===== src/rtl/core/mmc_pkg.sv =====
// Shared types and constants for the magnetometer min/max calibrator.
// No dependencies; mmc_bounds and the top level refer to this package by scoped names.
package mmc_pkg;

	// Command codes carried with each input word.
	typedef enum logic [1:0] {
		CMD_SAMPLE = 2'd0,
		CMD_START  = 2'd1,
		CMD_STOP   = 2'd2
	} cmd_t;

	// Control pulses from the sequencer to the bounds tracker.
	typedef struct packed {
		logic start;
		logic stop;
		logic sample;
	} bnd_ctl_t;

	// Width and reset value of the min_span register.
	localparam int MIN_SPAN_BITS  = 15;
	localparam int MIN_SPAN_RESET = 410;

	// Bounds after reset, before saturation to the sample range.
	localparam int RST_MIN_X = -152;
	localparam int RST_MAX_X = 1120;
	localparam int RST_MIN_Y = 1697;
	localparam int RST_MAX_Y = 3410;

endpackage


===== src/rtl/core/mmc_bounds.sv =====
// Calibration mode and per-axis minimum/maximum tracking for the x and y axes.
// Depends on mmc_pkg for the control struct and the reset bounds.
module mmc_bounds #(
	parameter int SAMPLE_BITS = 16
) (
	input  logic                          clk,
	input  logic                          arst_n,
	input  mmc_pkg::bnd_ctl_t             ctl,
	input  logic signed [SAMPLE_BITS-1:0] v_x,
	input  logic signed [SAMPLE_BITS-1:0] v_y,
	output logic signed [SAMPLE_BITS-1:0] min_x,
	output logic signed [SAMPLE_BITS-1:0] max_x,
	output logic signed [SAMPLE_BITS-1:0] min_y,
	output logic signed [SAMPLE_BITS-1:0] max_y
);

	typedef enum logic [1:0] {
		CAL_OFF   = 2'd0,
		CAL_SEED  = 2'd1,
		CAL_TRACK = 2'd2
	} cal_mode_t;

	// Clamp an integer into the signed sample range.
	function automatic int sat_int(input int v);
		int hi;
		int lo;
		hi = 2 ** (SAMPLE_BITS - 1) - 1;
		lo = -(2 ** (SAMPLE_BITS - 1));
		if (v > hi) begin
			return hi;
		end else if (v < lo) begin
			return lo;
		end
		return v;
	endfunction

	localparam logic signed [SAMPLE_BITS-1:0] RST_MIN_X =
		SAMPLE_BITS'(sat_int(mmc_pkg::RST_MIN_X));
	localparam logic signed [SAMPLE_BITS-1:0] RST_MAX_X =
		SAMPLE_BITS'(sat_int(mmc_pkg::RST_MAX_X));
	localparam logic signed [SAMPLE_BITS-1:0] RST_MIN_Y =
		SAMPLE_BITS'(sat_int(mmc_pkg::RST_MIN_Y));
	localparam logic signed [SAMPLE_BITS-1:0] RST_MAX_Y =
		SAMPLE_BITS'(sat_int(mmc_pkg::RST_MAX_Y));

	cal_mode_t                     mode_q;
	logic signed [SAMPLE_BITS-1:0] min_x_q;
	logic signed [SAMPLE_BITS-1:0] max_x_q;
	logic signed [SAMPLE_BITS-1:0] min_y_q;
	logic signed [SAMPLE_BITS-1:0] max_y_q;

	// Mode changes on start/stop; a sample outside CAL_OFF seeds or widens the bounds.
	always_ff @(posedge clk or negedge arst_n) begin
		if (!arst_n) begin
			mode_q  <= CAL_OFF;
			min_x_q <= RST_MIN_X;
			max_x_q <= RST_MAX_X;
			min_y_q <= RST_MIN_Y;
			max_y_q <= RST_MAX_Y;
		end else if (ctl.start) begin
			mode_q <= CAL_SEED;
		end else if (ctl.stop) begin
			mode_q <= CAL_OFF;
		end else if (ctl.sample) begin
			unique case (mode_q)
				CAL_SEED: begin
					min_x_q <= v_x;
					max_x_q <= v_x;
					min_y_q <= v_y;
					max_y_q <= v_y;
					mode_q  <= CAL_TRACK;
				end
				CAL_TRACK: begin
					if (v_x < min_x_q) begin
						min_x_q <= v_x;
					end else if (v_x > max_x_q) begin
						max_x_q <= v_x;
					end
					if (v_y < min_y_q) begin
						min_y_q <= v_y;
					end else if (v_y > max_y_q) begin
						max_y_q <= v_y;
					end
				end
				default: begin
					mode_q <= mode_q;
				end
			endcase
		end
	end

	assign min_x = min_x_q;
	assign max_x = max_x_q;
	assign min_y = min_y_q;
	assign max_y = max_y_q;

endmodule


===== src/rtl/core/mmc_div.sv =====
// Bit-serial restoring divider; sign-magnitude dividend, quotient clamped to the sample range.
// Computes mag * 2^(FRAC_BITS+1) / divisor, one quotient bit per cycle; uses no package items.
module mmc_div #(
	parameter int SAMPLE_BITS = 16,
	parameter int FRAC_BITS   = 12
) (
	input  logic                          clk,
	input  logic                          arst_n,
	input  logic                          start,
	input  logic [SAMPLE_BITS:0]          dvd_mag,
	input  logic                          dvd_neg,
	input  logic [SAMPLE_BITS:0]          divisor,
	output logic                          done,
	output logic signed [SAMPLE_BITS-1:0] quot
);

	localparam int DW  = SAMPLE_BITS + 1;
	localparam int NW  = SAMPLE_BITS + FRAC_BITS + 2;
	localparam int CNW = $clog2(NW);

	localparam logic [NW-1:0] QMAX_POS = NW'(2 ** (SAMPLE_BITS - 1) - 1);
	localparam logic [NW-1:0] QMAX_NEG = NW'(2 ** (SAMPLE_BITS - 1));
	localparam logic signed [SAMPLE_BITS-1:0] SMAX = SAMPLE_BITS'(2 ** (SAMPLE_BITS - 1) - 1);
	localparam logic signed [SAMPLE_BITS-1:0] SMIN = SAMPLE_BITS'(2 ** (SAMPLE_BITS - 1));

	logic [DW-1:0]  acc_q;
	logic [NW-1:0]  quo_q;
	logic [DW-1:0]  div_q;
	logic           neg_q;
	logic [CNW-1:0] cnt_q;
	logic           busy_q;
	logic           done_q;

	logic [DW:0] sh;
	logic [DW:0] diff;
	logic        ge;

	// One restoring step: bring in the next dividend bit, subtract if it fits.
	always_comb begin
		sh   = {acc_q, quo_q[NW-1]};
		diff = sh - {1'b0, div_q};
		ge   = (sh >= {1'b0, div_q});
	end

	// The dividend shifts out of quo_q at the top while quotient bits enter at the bottom.
	always_ff @(posedge clk or negedge arst_n) begin
		if (!arst_n) begin
			acc_q  <= '0;
			quo_q  <= '0;
			div_q  <= '0;
			neg_q  <= 1'b0;
			cnt_q  <= '0;
			busy_q <= 1'b0;
			done_q <= 1'b0;
		end else begin
			done_q <= 1'b0;
			if (start) begin
				acc_q  <= '0;
				quo_q  <= {dvd_mag, {(FRAC_BITS + 1){1'b0}}};
				div_q  <= divisor;
				neg_q  <= dvd_neg;
				cnt_q  <= '0;
				busy_q <= 1'b1;
			end else if (busy_q) begin
				acc_q <= ge ? diff[DW-1:0] : sh[DW-1:0];
				quo_q <= {quo_q[NW-2:0], ge};
				cnt_q <= cnt_q + 1'b1;
				if (cnt_q == CNW'(NW - 1)) begin
					busy_q <= 1'b0;
					done_q <= 1'b1;
				end
			end
		end
	end

	// Apply the sign and saturate the finished quotient.
	always_comb begin
		if (neg_q) begin
			quot = (quo_q > QMAX_NEG) ? SMIN : -quo_q[SAMPLE_BITS-1:0];
		end else begin
			quot = (quo_q > QMAX_POS) ? SMAX : quo_q[SAMPLE_BITS-1:0];
		end
	end

	assign done = done_q;

endmodule


===== src/rtl/core/magnetometer_minmax_calibrator.sv =====
// Top level of the magnetometer hard-iron min/max calibrator.
// Depends on mmc_pkg, mmc_bounds and mmc_div.
//
//   Channel   Direction  Handshake              Payload
//   input     in         in_valid / in_stall    command, raw_x, raw_y, raw_z
//   output    out        out_valid / out_stall  mag_x, mag_y, mag_z, scaled
//   config    in         cfg_valid / cfg_ready  min_span
//
// Start and stop commands are accepted while idle and change the mode directly. A sample
// passes through the update, prepare and done states; when scaling applies, the bit-serial
// divider handles x and then y between prepare and done.
// Reset clears the mode, restores the default bounds and sets min_span to 410.
// A finished word waits in the output register while the next input word is accepted;
// a sample that finishes while that register is still stalled waits until it empties.
module magnetometer_minmax_calibrator #(
	parameter int SAMPLE_BITS = 16,
	parameter int FRAC_BITS   = 12
) (
	input  logic                                   clk,
	input  logic                                   arst_n,
	input  logic                                   in_valid,
	output logic                                   in_stall,
	input  logic [1:0]                             command,
	input  logic signed [SAMPLE_BITS-1:0]          raw_x,
	input  logic signed [SAMPLE_BITS-1:0]          raw_y,
	input  logic signed [SAMPLE_BITS-1:0]          raw_z,
	output logic                                   out_valid,
	input  logic                                   out_stall,
	output logic signed [SAMPLE_BITS-1:0]          mag_x,
	output logic signed [SAMPLE_BITS-1:0]          mag_y,
	output logic signed [SAMPLE_BITS-1:0]          mag_z,
	output logic                                   scaled,
	input  logic                                   cfg_valid,
	output logic                                   cfg_ready,
	input  logic [mmc_pkg::MIN_SPAN_BITS-1:0]      min_span
);

	localparam int SB = SAMPLE_BITS;
	localparam int MSW = mmc_pkg::MIN_SPAN_BITS;
	localparam int CW = (SB + 1 > MSW) ? SB + 1 : MSW;

	localparam logic signed [SB-1:0] SMAX = SB'(2 ** (SB - 1) - 1);
	localparam logic signed [SB-1:0] SMIN = SB'(2 ** (SB - 1));
	localparam logic signed [SB+1:0] SMAX_E = (SB + 2)'(2 ** (SB - 1) - 1);
	localparam logic signed [SB+1:0] SMIN_E = (SB + 2)'(-(2 ** (SB - 1)));

	typedef enum logic [2:0] {
		S_IDLE,
		S_UPD,
		S_PREP,
		S_DX_GO,
		S_DX_WAIT,
		S_DY_GO,
		S_DY_WAIT,
		S_DONE
	} state_t;

	state_t                 state_q;
	logic [MSW-1:0]         min_span_q;
	logic signed [SB-1:0]   v_x_q;
	logic signed [SB-1:0]   v_y_q;
	logic signed [SB-1:0]   v_z_q;
	logic signed [SB+1:0]   res_x_q;
	logic signed [SB+1:0]   res_y_q;
	logic [SB:0]            span_x_q;
	logic [SB:0]            span_y_q;
	logic                   scale_q;
	logic signed [SB-1:0]   fx_q;
	logic signed [SB-1:0]   fy_q;
	logic                   out_valid_q;
	logic signed [SB-1:0]   mag_x_q;
	logic signed [SB-1:0]   mag_y_q;
	logic signed [SB-1:0]   mag_z_q;
	logic                   scaled_q;

	logic                   in_acc;
	mmc_pkg::bnd_ctl_t      bnd_ctl;
	logic signed [SB-1:0]   neg_x;
	logic signed [SB-1:0]   neg_z;
	logic signed [SB-1:0]   min_x;
	logic signed [SB-1:0]   max_x;
	logic signed [SB-1:0]   min_y;
	logic signed [SB-1:0]   max_y;
	logic signed [SB:0]     sum_x;
	logic signed [SB:0]     sum_y;
	logic signed [SB+1:0]   res_x;
	logic signed [SB+1:0]   res_y;
	logic [SB:0]            span_x;
	logic [SB:0]            span_y;
	logic                   do_scale;
	logic signed [SB-1:0]   sat_x;
	logic signed [SB-1:0]   sat_y;
	logic                   div_start;
	logic signed [SB+1:0]   div_res;
	logic signed [SB+1:0]   div_res_neg;
	logic [SB:0]            div_mag;
	logic [SB:0]            div_divisor;
	logic                   div_done;
	logic signed [SB-1:0]   div_quot;

	assign in_acc   = in_valid && !in_stall;
	assign in_stall = (state_q != S_IDLE);

	// Always ready; the user must write the register only while idle (not enforced).
	assign cfg_ready = 1'b1;

	always_ff @(posedge clk or negedge arst_n) begin
		if (!arst_n) begin
			min_span_q <= MSW'(mmc_pkg::MIN_SPAN_RESET);
		end else if (cfg_valid && cfg_ready) begin
			min_span_q <= min_span;
		end
	end

	// Body-frame remap with saturated negation.
	always_comb begin
		neg_x = (raw_x == SMIN) ? SMAX : -raw_x;
		neg_z = (raw_z == SMIN) ? SMAX : -raw_z;
	end

	// Control pulses for the bounds tracker.
	always_comb begin
		bnd_ctl.start  = in_acc && (command == mmc_pkg::CMD_START);
		bnd_ctl.stop   = in_acc && (command == mmc_pkg::CMD_STOP);
		bnd_ctl.sample = (state_q == S_UPD);
	end

	mmc_bounds #(
		.SAMPLE_BITS(SAMPLE_BITS)
	) u_bounds (
		.clk   (clk),
		.arst_n(arst_n),
		.ctl   (bnd_ctl),
		.v_x   (v_x_q),
		.v_y   (v_y_q),
		.min_x (min_x),
		.max_x (max_x),
		.min_y (min_y),
		.max_y (max_y)
	);

	// Centring offset, span and the scaling decision from the updated bounds.
	always_comb begin
		sum_x    = (SB + 1)'(max_x) + (SB + 1)'(min_x);
		sum_y    = (SB + 1)'(max_y) + (SB + 1)'(min_y);
		res_x    = (SB + 2)'(v_x_q) - (SB + 2)'(sum_x >>> 1);
		res_y    = (SB + 2)'(v_y_q) - (SB + 2)'(sum_y >>> 1);
		span_x   = (SB + 1)'(max_x) - (SB + 1)'(min_x);
		span_y   = (SB + 1)'(max_y) - (SB + 1)'(min_y);
		do_scale = (CW'(span_x) > CW'(min_span_q)) && (CW'(span_y) > CW'(min_span_q));
	end

	// Saturated centred values for the unscaled case.
	always_comb begin
		if (res_x_q > SMAX_E) begin
			sat_x = SMAX;
		end else if (res_x_q < SMIN_E) begin
			sat_x = SMIN;
		end else begin
			sat_x = res_x_q[SB-1:0];
		end
		if (res_y_q > SMAX_E) begin
			sat_y = SMAX;
		end else if (res_y_q < SMIN_E) begin
			sat_y = SMIN;
		end else begin
			sat_y = res_y_q[SB-1:0];
		end
	end

	// Divider operands: x in the first pass, y in the second.
	always_comb begin
		div_start   = ((state_q == S_DX_GO) && scale_q) || (state_q == S_DY_GO);
		div_res     = (state_q == S_DY_GO) ? res_y_q : res_x_q;
		div_res_neg = -div_res;
		div_mag     = div_res[SB+1] ? div_res_neg[SB:0] : div_res[SB:0];
		div_divisor = (state_q == S_DY_GO) ? span_y_q : span_x_q;
	end

	mmc_div #(
		.SAMPLE_BITS(SAMPLE_BITS),
		.FRAC_BITS  (FRAC_BITS)
	) u_div (
		.clk    (clk),
		.arst_n (arst_n),
		.start  (div_start),
		.dvd_mag(div_mag),
		.dvd_neg(div_res[SB+1]),
		.divisor(div_divisor),
		.done   (div_done),
		.quot   (div_quot)
	);

	// Sequencer with the working registers and the output register.
	always_ff @(posedge clk or negedge arst_n) begin
		if (!arst_n) begin
			state_q     <= S_IDLE;
			v_x_q       <= '0;
			v_y_q       <= '0;
			v_z_q       <= '0;
			res_x_q     <= '0;
			res_y_q     <= '0;
			span_x_q    <= '0;
			span_y_q    <= '0;
			scale_q     <= 1'b0;
			fx_q        <= '0;
			fy_q        <= '0;
			out_valid_q <= 1'b0;
			mag_x_q     <= '0;
			mag_y_q     <= '0;
			mag_z_q     <= '0;
			scaled_q    <= 1'b0;
		end else begin
			// The output register fills from a finished word and empties when taken.
			if ((state_q == S_DONE) && (!out_valid_q || !out_stall)) begin
				out_valid_q <= 1'b1;
			end else if (out_valid_q && !out_stall) begin
				out_valid_q <= 1'b0;
			end
			unique case (state_q)
				S_IDLE: begin
					if (in_acc && (command == mmc_pkg::CMD_SAMPLE)) begin
						v_x_q   <= neg_x;
						v_y_q   <= neg_z;
						v_z_q   <= raw_y;
						state_q <= S_UPD;
					end
				end
				S_UPD: begin
					state_q <= S_PREP;
				end
				S_PREP: begin
					res_x_q  <= res_x;
					res_y_q  <= res_y;
					span_x_q <= span_x;
					span_y_q <= span_y;
					scale_q  <= do_scale;
					state_q  <= S_DX_GO;
				end
				S_DX_GO: begin
					if (scale_q) begin
						state_q <= S_DX_WAIT;
					end else begin
						fx_q    <= sat_x;
						fy_q    <= sat_y;
						state_q <= S_DONE;
					end
				end
				S_DX_WAIT: begin
					if (div_done) begin
						fx_q    <= div_quot;
						state_q <= S_DY_GO;
					end
				end
				S_DY_GO: begin
					state_q <= S_DY_WAIT;
				end
				S_DY_WAIT: begin
					if (div_done) begin
						fy_q    <= div_quot;
						state_q <= S_DONE;
					end
				end
				S_DONE: begin
					if (!out_valid_q || !out_stall) begin
						mag_x_q     <= fx_q;
						mag_y_q     <= fy_q;
						mag_z_q     <= v_z_q;
						scaled_q    <= scale_q;
						state_q     <= S_IDLE;
					end
				end
				default: begin
					state_q <= S_IDLE;
				end
			endcase
		end
	end

	assign out_valid = out_valid_q;
	assign mag_x     = mag_x_q;
	assign mag_y     = mag_y_q;
	assign mag_z     = mag_z_q;
	assign scaled    = scaled_q;

endmodule

===== config.mk =====
export PLATFORM = sky130hd
export DESIGN_NAME = magnetometer_minmax_calibrator
export DESIGN_NICKNAME = d
export VERILOG_FILES = /design/src/rtl/core/mmc_pkg.sv /design/src/rtl/core/mmc_bounds.sv /design/src/rtl/core/mmc_div.sv /design/src/rtl/core/magnetometer_minmax_calibrator.sv
export SDC_FILE = /design/constraint.sdc
export NUM_CORES = 1
export LEC_CHECK = 0
export BUFFER_PORTS_ARGS = -buffer_cell sky130_fd_sc_hd__buf_4
export CORE_ASPECT_RATIO = 1.5
export CORE_MARGIN = 1.5
export CORE_UTILIZATION = 50
export CTS_BUF_LIST = sky130_fd_sc_hd__clkbuf_16
export DETAILED_ROUTE_END_ITERATION = 16
export PLACE_DENSITY = 0.76
export SYNTH_ARGS = -nofsm -noshare
export SYNTH_HDL_FRONTEND = slang
export SYNTH_SLANG_ARGS = --single-unit

===== constraint.sdc =====
create_clock -name clk -period 4.8 [get_ports clk]
set_input_delay 0.96 -clock clk [delete_from_list [all_inputs] [get_ports clk]]
set_output_delay 0.96 -clock clk [all_outputs]
set_load 0.01 [all_outputs]

==> results.md <==
- Status: completed
- Simple-gate share of the synthesized area: around 16%
- Crit-path max FO: 5
- Antenna-violating nets left: 0
- Initial DRC count: 1163
- Worst Setup End Kind: register
- Number of enable flip-flop cells after synthesis: 0
- Initial antenna violation count: 0
- First-pass GRT wire length: ~110000 µm
- Drt first pass iters: 7
- Xor and xnor fraction of the mapped netlist area: about 4.4%
- GRT Total Usage: a little over a quarter
- Portion of netlist area occupied by mux cells: 8.10%
- Worst slew margin: ~23%
- Slew at the pin with the worst max-slew slack: around 1200 ps
- Area grow syn2layout: 11.2%
- Routed wire per std cell: just under 20 µm
- Num CTS Buffers: 38
- Critical path's slowest cell: a311oi_1
- Worst EP arrival: around 4800 ps
- Final min period: about 4300 ps
- Vias in the first global route: between 20000 and 25000
- Congestion Overflow GR: 0
- Async set or reset register ratio after synthesis: between 90% and 100%
- CP most frequent cell: a21o_1
- Root buffer cell: clkbuf_16
- Slowest stage delay, CP: 510 ps
- Post-CTS setup buffers: 0
- Clock Tree Buf Depth: 3
- CTS tree: done
- Adder-cell share of the synthesized area: 12.7%
- Drt drc: 0
- Critical path buffers and inverters: 2
- Crit path depth: 18
- Final hold violations: 0
- Worst-path cell chain: inv_1, ha_1, inv_1, fa_1, a21o_1, a311oi_1, o221ai_1, a21o_1, a21o_1, a21oi_1, xnor2_1, ha_1, nand2_1, nor3_1, o31a_1, a2bb2oi_1, o32ai_1, a31oi_1
- Die ar.: a little over 50000 µm²
- Compound-Gate Fraction of Synth Area: about 17%
- Post-synth top area share: 33.3%
- Worst-skew pair later-pin latency: 560 ps
- DIE HEIGHT: 274 µm
- Fillers: 4301
- CP Launch Type: register
- Post-CTS resize count: 0
- Hold buffers post-CTS: 0
- Synth cell types: 84
- HPWL after DPL: 51200 µm
- Post-Synthesis Cell Area: about 24000 µm²
- TNS Setup: 0 ps
- Diodes inserted: 0
- Routability cong.: 0.940
- Max-slew violation count: 0
- Rows: 99
- Top-count cell post-synth: dfrtp_1
- Crit path kind: register to register
- I/O Pins: 122
- Crit share post-route: 90.3%
- RSZ-0062 raised after global routing: no
- MaxCap Viol Count: 0
- Yosys warning count: 0
- Largest family of logic cells by synthesized area: compound AO/OA/AOI/OAI gates
- Reg2Reg Depth: 18
- Syn Inst Count: around 2700
- IO buf count: between 100 and 150
- Main synth FF type: dfrtp_1
- Post-Syn Nets: between 2000 and 3000
- Clock Sinks: about 360
- Clock slew at reported path FFs: 60 ps
- Synth area leaders: dfrtp_1 33%, ha_1 11%, mux2_2 5.1%, nand2_1 4.3%, o21ai_0 3.5%
- Core area: approximately 48000 µm²
- H-tree levels: 2
- Drt total wl: between 60000 and 70000 µm
- Die width: ~180 µm
- Fraction of layout cells with a size suffix above 1: between 10% and 20%
- Via count: about 20000
- Crit path required time: 5270 ps
- Synth Register Bits: 355
- Largest net degree at the start of global routing: approximately 110
- Clk_skew: ~32 ps
- FF-to-FF setup slack: 470 ps
- Nets: between 3000 and 4000
- Starting Density: between 50 and 60%
- Sequential fraction of the synthesis area: 36.5%
- Endpoints failing setup: 0
- Top post-synthesis cells by count: 325 x dfrtp_1, 282 x nand2_1, 213 x ha_1
- Fmax: ~230 MHz
- Syn_area_per_cell: just over 9 µm²
- HP Class: primary input to async pin
- CP top delay family: compound AO/OA/AOI/OAI gates
- Via density: about 6
- Largest area contributor in the netlist: dfrtp_1
worst register-to-register path, stage by stage, from the launching register on:
cell	delay, ps
dfrtp_1	420
inv_1	70
ha_1	160
inv_1	60
fa_1	400
a21o_1	200
a311oi_1	510
o221ai_1	230
a21o_1	260
a21o_1	190
a21oi_1	160
xnor2_1	240
ha_1	400
nand2_1	70
nor3_1	250
o31a_1	190
a2bb2oi_1	160
o32ai_1	100
a31oi_1	160
kinds of logic (layout without fill, tap and decap cells):
family | count (synthesis) | in the layout
buffers and inverters | 297 | 385
xor gates and xnor gates | 123 | 123
and+or+nand+nor | 812 | 812
adders and majority gates | 250 | 250
muxes | 184 | 184
other | 1 | 1
DFF | 355 | 355
AOI/OAI and AO/OA | 639 | 639
placed cells by master (no fill, tap or decap), types with 27 or more instances in the layout:
cell type	Yosys	layout
nor3b_1	33	32
o31ai_1	27	27
nand3_1	64	63
xnor2_1	88	88
nor4_1	32	32
dfrtp_1	325	324
o21ai_0	172	172
nand2b_1	28	28
a21o_1	45	45
or3_1	27	27
ha_1	213	212
mux2i_1	73	73
buf_4	4	150
nor2b_1	31	31
inv_1	161	167
o22a_1	28	28
nor2_1	138	137
clkbuf_16	0	39
nand2_1	282	282
maj3_1	30	30
dfstp_2	30	30
xor2_1	34	34
nor3_1	66	65
mux2_2	111	111
a21oi_1	134	134
state kept, by name, summed over array words and instances (netlist names), 17 cells and up:
register / cells
res_x_q: 17
res_y_q: 17
u_div.quo_q: 30
span_y_q: 17
u_div.div_q: 17
u_div.acc_q: 17
span_x_q: 17
area by class of cell:
| type | count | area [µm²] | share of cell area (%) |
|---|---|---|---|
| Sequential cell | 355 | 8920 | 32.8 |
| Clock buffer | 39 | 976 | 3.59 |
| Tap cell | 656 | 821 | 3.02 |
| Multi-Input combinational cell | 2009 | 14400 | 53.0 |
| Clock inverter | 30 | 263 | 0.967 |
| Inverter | 163 | 612 | 2.25 |
| Timing Repair Buffer | 153 | 1180 | 4.34 |
layer usage:
layer,wire length (µm),vias to the layer above,track usage [%]
li1,-,9654,-
met1,25400,9771,29.2
met2,34400,482,47.9
met3,1890,175,2.20
met4,4470,0,16.7
met5,0,-,0
path summary, 6_finish.rpt:
path                                              end                           from
setup / recovery                  scale_q$_DFFE_PN0P_  u_bounds.max_x[0]$_DFFE_PN0P_
setup reg to reg                  scale_q$_DFFE_PN0P_  u_bounds.max_x[0]$_DFFE_PN0P_
hold / removal                 state_q[0]$_DFFE_PN0P_                         arst_n
max in group asynchronous  min_span_q[12]$_DFFE_PN0P_                         arst_n
hold reg to reg              span_y_q[10]$_DFFE_PN0P_       span_y_q[10]$_DFFE_PN0P_
min in group clk             span_y_q[10]$_DFFE_PN0P_       span_y_q[10]$_DFFE_PN0P_
through the flow:
stage               hold slack (ps)  std cells  setup slack (ps)  area [µm²]  utilization, %
floorplan                       445       2661              1100       24400               -
global placement                457       3336               603       25900            53.6
detailed placement              463       3336               541       25900            53.6
CTS                             479       3405               510       27200            56.1
global route                    503       3405               263       27200            56.1
finish                          466       3405               467       27200            56.1
Power is not shown: default switching activity piles up to over one toggle a cycle in this logic, so the estimate is an artifact.
